File: src/design/assert_macros.svh
// Assertion macros used by the top-level design file.
`ifndef ASSERT_MACROS_SVH
`define ASSERT_MACROS_SVH

// The consequent must hold in the same cycle as the antecedent.
`define ASSERT_IMPLIES(label, clk, rst, pre, post) \
   label: assert property (@(posedge clk) disable iff (rst) (pre) |-> (post)) \
      else $error("implication check failed");

// The consequent must hold after the antecedent, with the delay given by dly.
`define ASSERT_DELAYED(label, clk, rst, pre, dly, post) \
   label: assert property (@(posedge clk) disable iff (rst) (pre) |-> ##dly (post)) \
      else $error("delayed check failed");

`endif

File: src/design/tnc_pkg.sv
// Types, constants and step functions for the triangle normal and centroid pipeline.
package tnc_pkg;

   localparam int COORD_WIDTH = 32;
   localparam int EDGE_W      = COORD_WIDTH + 1;
   localparam int PROD_W      = 2 * EDGE_W;
   localparam int CROSS_W     = PROD_W + 1;
   localparam int MAG_W       = PROD_W;
   localparam int NCHUNK      = (MAG_W + 7) / 8;
   localparam int BL_W        = $clog2(NCHUNK * 8 + 1);
   localparam int SUM_W       = COORD_WIDTH + 2;
   localparam int DIV3_SHIFT  = SUM_W + 2;
   localparam int MULT_W      = DIV3_SHIFT - 1;
   localparam int CPROD_W     = SUM_W + MULT_W;
   localparam logic [63:0] DIV3_MULT = ((64'd1 << DIV3_SHIFT) + 64'd2) / 64'd3;

   localparam int NORM_W      = 32;
   localparam int NORM_FRAC   = 30;
   localparam int M_W         = 31;
   localparam int ROOT_W      = 32;
   localparam int SQ_W        = 2 * ROOT_W;
   localparam int STEPS       = 4;
   localparam int ROOT_STAGES = ROOT_W / STEPS;
   localparam int DIV_STAGES  = ROOT_W / STEPS;
   localparam int CROSS_STAGES = 3;
   localparam int NORM_STAGES  = 5;
   localparam int LATENCY = CROSS_STAGES + NORM_STAGES + ROOT_STAGES + 1 + DIV_STAGES + 1;

   typedef struct packed {
      logic signed [COORD_WIDTH-1:0] first_x;
      logic signed [COORD_WIDTH-1:0] first_y;
      logic signed [COORD_WIDTH-1:0] first_z;
      logic signed [COORD_WIDTH-1:0] second_x;
      logic signed [COORD_WIDTH-1:0] second_y;
      logic signed [COORD_WIDTH-1:0] second_z;
      logic signed [COORD_WIDTH-1:0] third_x;
      logic signed [COORD_WIDTH-1:0] third_y;
      logic signed [COORD_WIDTH-1:0] third_z;
   } req_type;

   typedef struct packed {
      logic signed [NORM_W-1:0]      normal_x;
      logic signed [NORM_W-1:0]      normal_y;
      logic signed [NORM_W-1:0]      normal_z;
      logic signed [COORD_WIDTH-1:0] centroid_x;
      logic signed [COORD_WIDTH-1:0] centroid_y;
      logic signed [COORD_WIDTH-1:0] centroid_z;
      logic                          degenerate;
   } rsp_type;

   // Values that ride along the pipeline next to the normal math.
   typedef struct packed {
      logic [2:0][COORD_WIDTH-1:0] centroid;
      logic [2:0]                  neg;
      logic                        degenerate;
   } side_type;

   typedef logic [2:0][CROSS_W-1:0] cross_vec_type;
   typedef logic [2:0][M_W-1:0]     mvec_type;
   typedef logic [2:0][ROOT_W-1:0]  qvec_type;

   typedef struct packed {
      logic [ROOT_W+1:0] rem;
      logic [ROOT_W-1:0] root;
      logic [SQ_W-1:0]   rad;
   } sqrt_state_type;

   typedef struct packed {
      logic [ROOT_W-1:0] rem;
      logic [ROOT_W-1:0] low;
      logic [ROOT_W-1:0] quo;
   } div_state_type;

   // One digit of the bitwise integer square root.
   function automatic sqrt_state_type sqrt_step(input sqrt_state_type s);
      sqrt_state_type    r;
      logic [ROOT_W+1:0] rem2;
      logic [ROOT_W+1:0] trial;
      rem2  = {s.rem[ROOT_W-1:0], s.rad[SQ_W-1 -: 2]};
      trial = {s.root, 2'b01};
      r.rad = {s.rad[SQ_W-3:0], 2'b00};
      if (rem2 >= trial) begin
         r.rem  = rem2 - trial;
         r.root = {s.root[ROOT_W-2:0], 1'b1};
      end else begin
         r.rem  = rem2;
         r.root = {s.root[ROOT_W-2:0], 1'b0};
      end
      return r;
   endfunction

   // One quotient bit of restoring division.
   function automatic div_state_type div_step(input div_state_type s,
                                              input logic [ROOT_W-1:0] len);
      div_state_type   r;
      logic [ROOT_W:0] rem2;
      logic [ROOT_W:0] diff;
      rem2  = {s.rem, s.low[ROOT_W-1]};
      diff  = rem2 - {1'b0, len};
      r.low = {s.low[ROOT_W-2:0], 1'b0};
      if (rem2 >= {1'b0, len}) begin
         r.rem = diff[ROOT_W-1:0];
         r.quo = {s.quo[ROOT_W-2:0], 1'b1};
      end else begin
         r.rem = rem2[ROOT_W-1:0];
         r.quo = {s.quo[ROOT_W-2:0], 1'b0};
      end
      return r;
   endfunction

endpackage

File: src/design/tnc_sqrt.sv
// Pipelined integer square root, four result bits per stage.
module tnc_sqrt (
   input  logic                      clock,
   input  logic                      reset,
   input  logic                      in_valid,
   input  logic [tnc_pkg::SQ_W-1:0]  in_sq,
   input  tnc_pkg::mvec_type         in_m,
   input  tnc_pkg::side_type         in_side,
   output logic                      out_valid,
   output logic [tnc_pkg::ROOT_W-1:0] out_root,
   output tnc_pkg::mvec_type         out_m,
   output tnc_pkg::side_type         out_side
);
   import tnc_pkg::*;

   sqrt_state_type          st_ff  [ROOT_STAGES];
   sqrt_state_type          st_src [ROOT_STAGES];
   sqrt_state_type          st_in  [ROOT_STAGES];
   mvec_type                m_ff   [ROOT_STAGES];
   mvec_type                m_src  [ROOT_STAGES];
   side_type                side_ff  [ROOT_STAGES];
   side_type                side_src [ROOT_STAGES];
   logic [ROOT_STAGES-1:0]  valid_ff;

   assign st_src[0]   = '{rem: '0, root: '0, rad: in_sq};
   assign m_src[0]    = in_m;
   assign side_src[0] = in_side;

   for (genvar k = 0; k < ROOT_STAGES; k++) begin : g_stage
      if (k > 0) begin : g_link
         assign st_src[k]   = st_ff[k-1];
         assign m_src[k]    = m_ff[k-1];
         assign side_src[k] = side_ff[k-1];
      end

      always_comb begin
         sqrt_state_type cur;
         cur = st_src[k];
         for (int j = 0; j < STEPS; j++) begin
            cur = sqrt_step(cur);
         end
         st_in[k] = cur;
      end

      always_ff @(posedge clock) begin
         st_ff[k]   <= st_in[k];
         m_ff[k]    <= m_src[k];
         side_ff[k] <= side_src[k];
      end
   end

   always_ff @(posedge clock) begin
      if (reset) begin
         valid_ff <= '0;
      end else begin
         valid_ff <= {valid_ff[ROOT_STAGES-2:0], in_valid};
      end
   end

   assign out_valid = valid_ff[ROOT_STAGES-1];
   assign out_root  = st_ff[ROOT_STAGES-1].root;
   assign out_m     = m_ff[ROOT_STAGES-1];
   assign out_side  = side_ff[ROOT_STAGES-1];
endmodule

File: config.mk
export PLATFORM = sky130hd
export DESIGN_NAME = tnc_sqrt
export DESIGN_NICKNAME = d
export VERILOG_FILES = /design/src/design/assert_macros.svh /design/src/design/tnc_pkg.sv /design/src/design/tnc_sqrt.sv
export SDC_FILE = /design/constraint.sdc
export NUM_CORES = 2
export LEC_CHECK = 0
export BUFFER_PORTS_ARGS = -buffer_cell sky130_fd_sc_hd__clkbuf_2
export CORE_UTILIZATION = 60
export DETAILED_ROUTE_END_ITERATION = 10
export HOLD_SLACK_MARGIN = 0.08
export PLACE_DENSITY = 0.79
export RECOVER_POWER = 100
export SYNTH_ARGS = -nofsm -noshare
export SYNTH_HDL_FRONTEND = slang
export SYNTH_SLANG_ARGS = --single-unit
File: constraint.sdc
create_clock -name clock -period 34.7 [get_ports clock]
set_clock_uncertainty 0.1 [all_clocks]
set_input_delay 6.94 -clock clock [delete_from_list [all_inputs] [get_ports clock]]
set_output_delay 6.94 -clock clock [all_outputs]
set_load 0.02 [all_outputs]
==> qor.txt <==
status - finished with violations
failing checks - max-capacitance violations, max-slew violations
CTS buffer count - 193
Synth Area in Adders - 7.97%
Rows - 140
# setup viols final - 0
root buf cell - clkbuf_16
Ys Warns - 0
crit end category - flip-flop
LEAKAGE - 43.3 nW
GP Congestion - 0.955
Synth cell types - 114
CTS tree - done
Port Buffers - 485
number of enable flip-flop cells after synthesis - 0
worst skew pair latency - 0.84 ns
Peak VDD IR - 0.0000601 V
grt ovf - 0
FF-to-FF Start - st_ff[1][56]
total of max-cap violations - 12
synthesized cell area - 0.0881 mm^2
Slew Limit Headroom - -101%
Post-Synthesis Cells - 9,034
dominant synthesized flop cell - dfxtp_1
RSZ-0062 raised after global routing - no
XOR/XNOR Fraction of Synth Area - 6.95%
1st-iter DRT viols - 5,397
die height - 385 um
largest net degree at the start of global routing - 54
number of global-route vias before repair - 63,400
Slew Limit Fails - 496
# fillers - 11,600
drt total wl - 234 mm
io pins - 486
Slew @ Worst Pin - 3.02 ns
TritonCTS Sinks - 2,144
post-CTS sizing - 0
Die X - 385 um
DRC - 0
crit-path max FO - 39
first-pass iteration count of the detailed router - 6
worst hold path type - flip-flop to flip-flop
largest stage delay on the critical path - 1.18 ns
hold slack - 0.182 ns
register area share after synthesis - 48.7%
H-tree Lvls - 4
pwr dens - 78.6 mW/mm^2
clock-pin slew on the worst setup and hold paths - 0.06 ns
fin crit share - 56.4%
WL/cell - 20.5 um
Area Overhead vs Synth - 10.1%
core area - 0.146 mm^2
fmax - 51.1 MHz
Synth Area in Simple Gates - 14.4%
CP startpoint - st_ff[1][56]
total die area - 0.148 mm^2
nets@finish - 10,100
async set or reset register ratio after synthesis - 0%
DP HPWL - 176 mm
#FFs+latches synth - 2,144
Hold Startpoint - side_ff[0][336]
CP Launch Type - flip-flop
final core occ - 66.5%
Total Power - 0.00762 W
largest family of logic cells by synthesized area - compound AO/OA/AOI/OAI gates
Initial Utilization - 60.4%
Worst EP arrival - 20.16 ns
DR vias/cell - 5.85
Total GRT Usage - 30.3%
Synth Area in Compound Gates - 16.0%
share of cells above drive strength 1 - 8.19%
first-pass GRT wire length - 354 mm
Mapped Avg Cell Area - 9.75 um^2
buffers inserted by post-CTS timing repair - 0
endpoints failing hold - 0
Via Count - 66,600
Fin Setup TNS - 0 ns
Antenna Nets Post-Route - 0
CTS Hold Bufs - 0
post-synthesis mux area share - 1.63%
CP Data Required Time - 35.28 ns
initial antenna violation count - 10
CP Class - flip-flop to flip-flop
Worst path slowest cell - clkbuf_1
min Tclk post-route - 19.59 ns
clock buffer depth - 3
-- cell type report --
cell class                 instances  area (um^2)  area share [%]
clock inverter                   105         1400            1.45
antenna                            2         5.00         0.00516
tap                             1917         2400            2.47
multi-input combinational       6116        41300            42.6
inverter                         347         1300            1.34
timing repair buffer             506         2220            2.29
sequential                      2144        42900            44.3
clock buffer                     253         5420            5.59
-- cell families (layout without fill, tap and decap cells) --
kind of cell	after synthesis	after routing
AOI/OAI and AO/OA	2199	2199
xor gates and xnor gates	697	697
adders and majority gates	561	561
buffers and inverters	777	1211
DFF	2144	2144
muxes	132	132
other	1	6
and+or+nand+nor	2523	2523
-- registers in the layout (all words and copies together), names as in the netlist --
name      flops
valid_ff      8
m_ff        744
st_ff       592
side_ff     800
-- worst paths after layout --
path	slack (ns)	depth (start not counted)	end
worst min register to register	0.18	0	side_ff[1][36]
worst max register to register	15.11	45	st_ff[1][228]
worst max-delay path	15.11	45	st_ff[1][228]
worst min-delay path	0.18	0	side_ff[1][36]
-- placed cells by master (no fill, tap or decap), types with 146 or more instances in the layout --
master	synthesis	routed
clkbuf_1	129	292
xnor2_1	449	449
nand3_1	196	197
inv_1	335	341
dfxtp_1	2144	2144
xor2_1	246	246
nor2_1	645	647
clkbuf_16	0	194
a21oi_1	740	740
nor3_1	192	193
ha_1	561	561
clkbuf_2	0	232
nand2_1	599	602
nand4_1	145	146
a21o_1	281	281
o21ai_0	405	413
-- where the power goes --
part	internal [W]	switching [W]	leakage (nW)
Sequential	0.00268	0.000162	18.0
Combinational	0.000957	0.00161	21.9
Clock	0.00126	0.000956	3.35
Total	0.00489	0.00273	43.3
-- Yosys cell counts, types with 27 or more instances --
library cell | n | share of area, %
or3_1 | 65 | 0.46
and2_1 | 39 | 0.28
nor4_1 | 87 | 0.62
buf_1 | 36 | 0.15
o21a_1 | 75 | 0.64
or4_1 | 38 | 0.32
xnor2_1 | 449 | 4.5
o211ai_1 | 49 | 0.42
mux2_2 | 90 | 1.2
and4_1 | 35 | 0.35
nand3_1 | 196 | 1.1
and3_1 | 75 | 0.53
inv_1 | 335 | 1.4
a21o_1 | 281 | 2.4
dfxtp_1 | 2144 | 49
a211o_1 | 27 | 0.27
nor2_1 | 645 | 2.7
nand3b_1 | 29 | 0.25
buf_4 | 230 | 2.0
mux2i_1 | 37 | 0.42
o21ai_0 | 405 | 2.3
a21oi_1 | 740 | 4.2
nor2b_1 | 96 | 0.68
a211oi_1 | 75 | 0.64
ha_1 | 561 | 8.0
nor3_1 | 192 | 1.1
buf_2 | 34 | 0.19
o31ai_1 | 55 | 0.47
xor2_1 | 246 | 2.4
a31oi_1 | 58 | 0.41
o21bai_1 | 89 | 0.76
or2_2 | 60 | 0.43
nand2_1 | 599 | 2.6
clkbuf_1 | 129 | 0.55
nand4_1 | 145 | 1.0
nand2b_1 | 104 | 0.74
-- metrics by stage --
step	instance area, um^2	instances	worst slack, ns
after floorplan	88100	9037	21.72
after global placement	90600	11000	19.92
after detailed placement	90600	11000	19.80
after CTS	97400	11400	19.73
after global routing	97000	11400	13.63
final	97000	11400	15.11
-- layer usage --
layer  up-vias  global-route usage, %  wire length (um)
met2      2472                   52.2            112000
met3       500                   4.41             15000
met5         -                      0                50
met1     31300                   37.9             97000
li1      32300                      -                 -
met4         8                   12.5              9580
-- worst max-delay path: cells and delay by family (launching register included) --
family,cells,cell delay (ns)
adder cells (fa/ha/maj),4,1.85
AND/OR/NAND/NOR,20,5.69
flip-flops,1,0.33
AO/OA/AOI/OAI,12,4.77
multiplexers,1,0.61
buffers and inverters,8,6.02
Note: power is estimated with default switching activity, not from simulation.
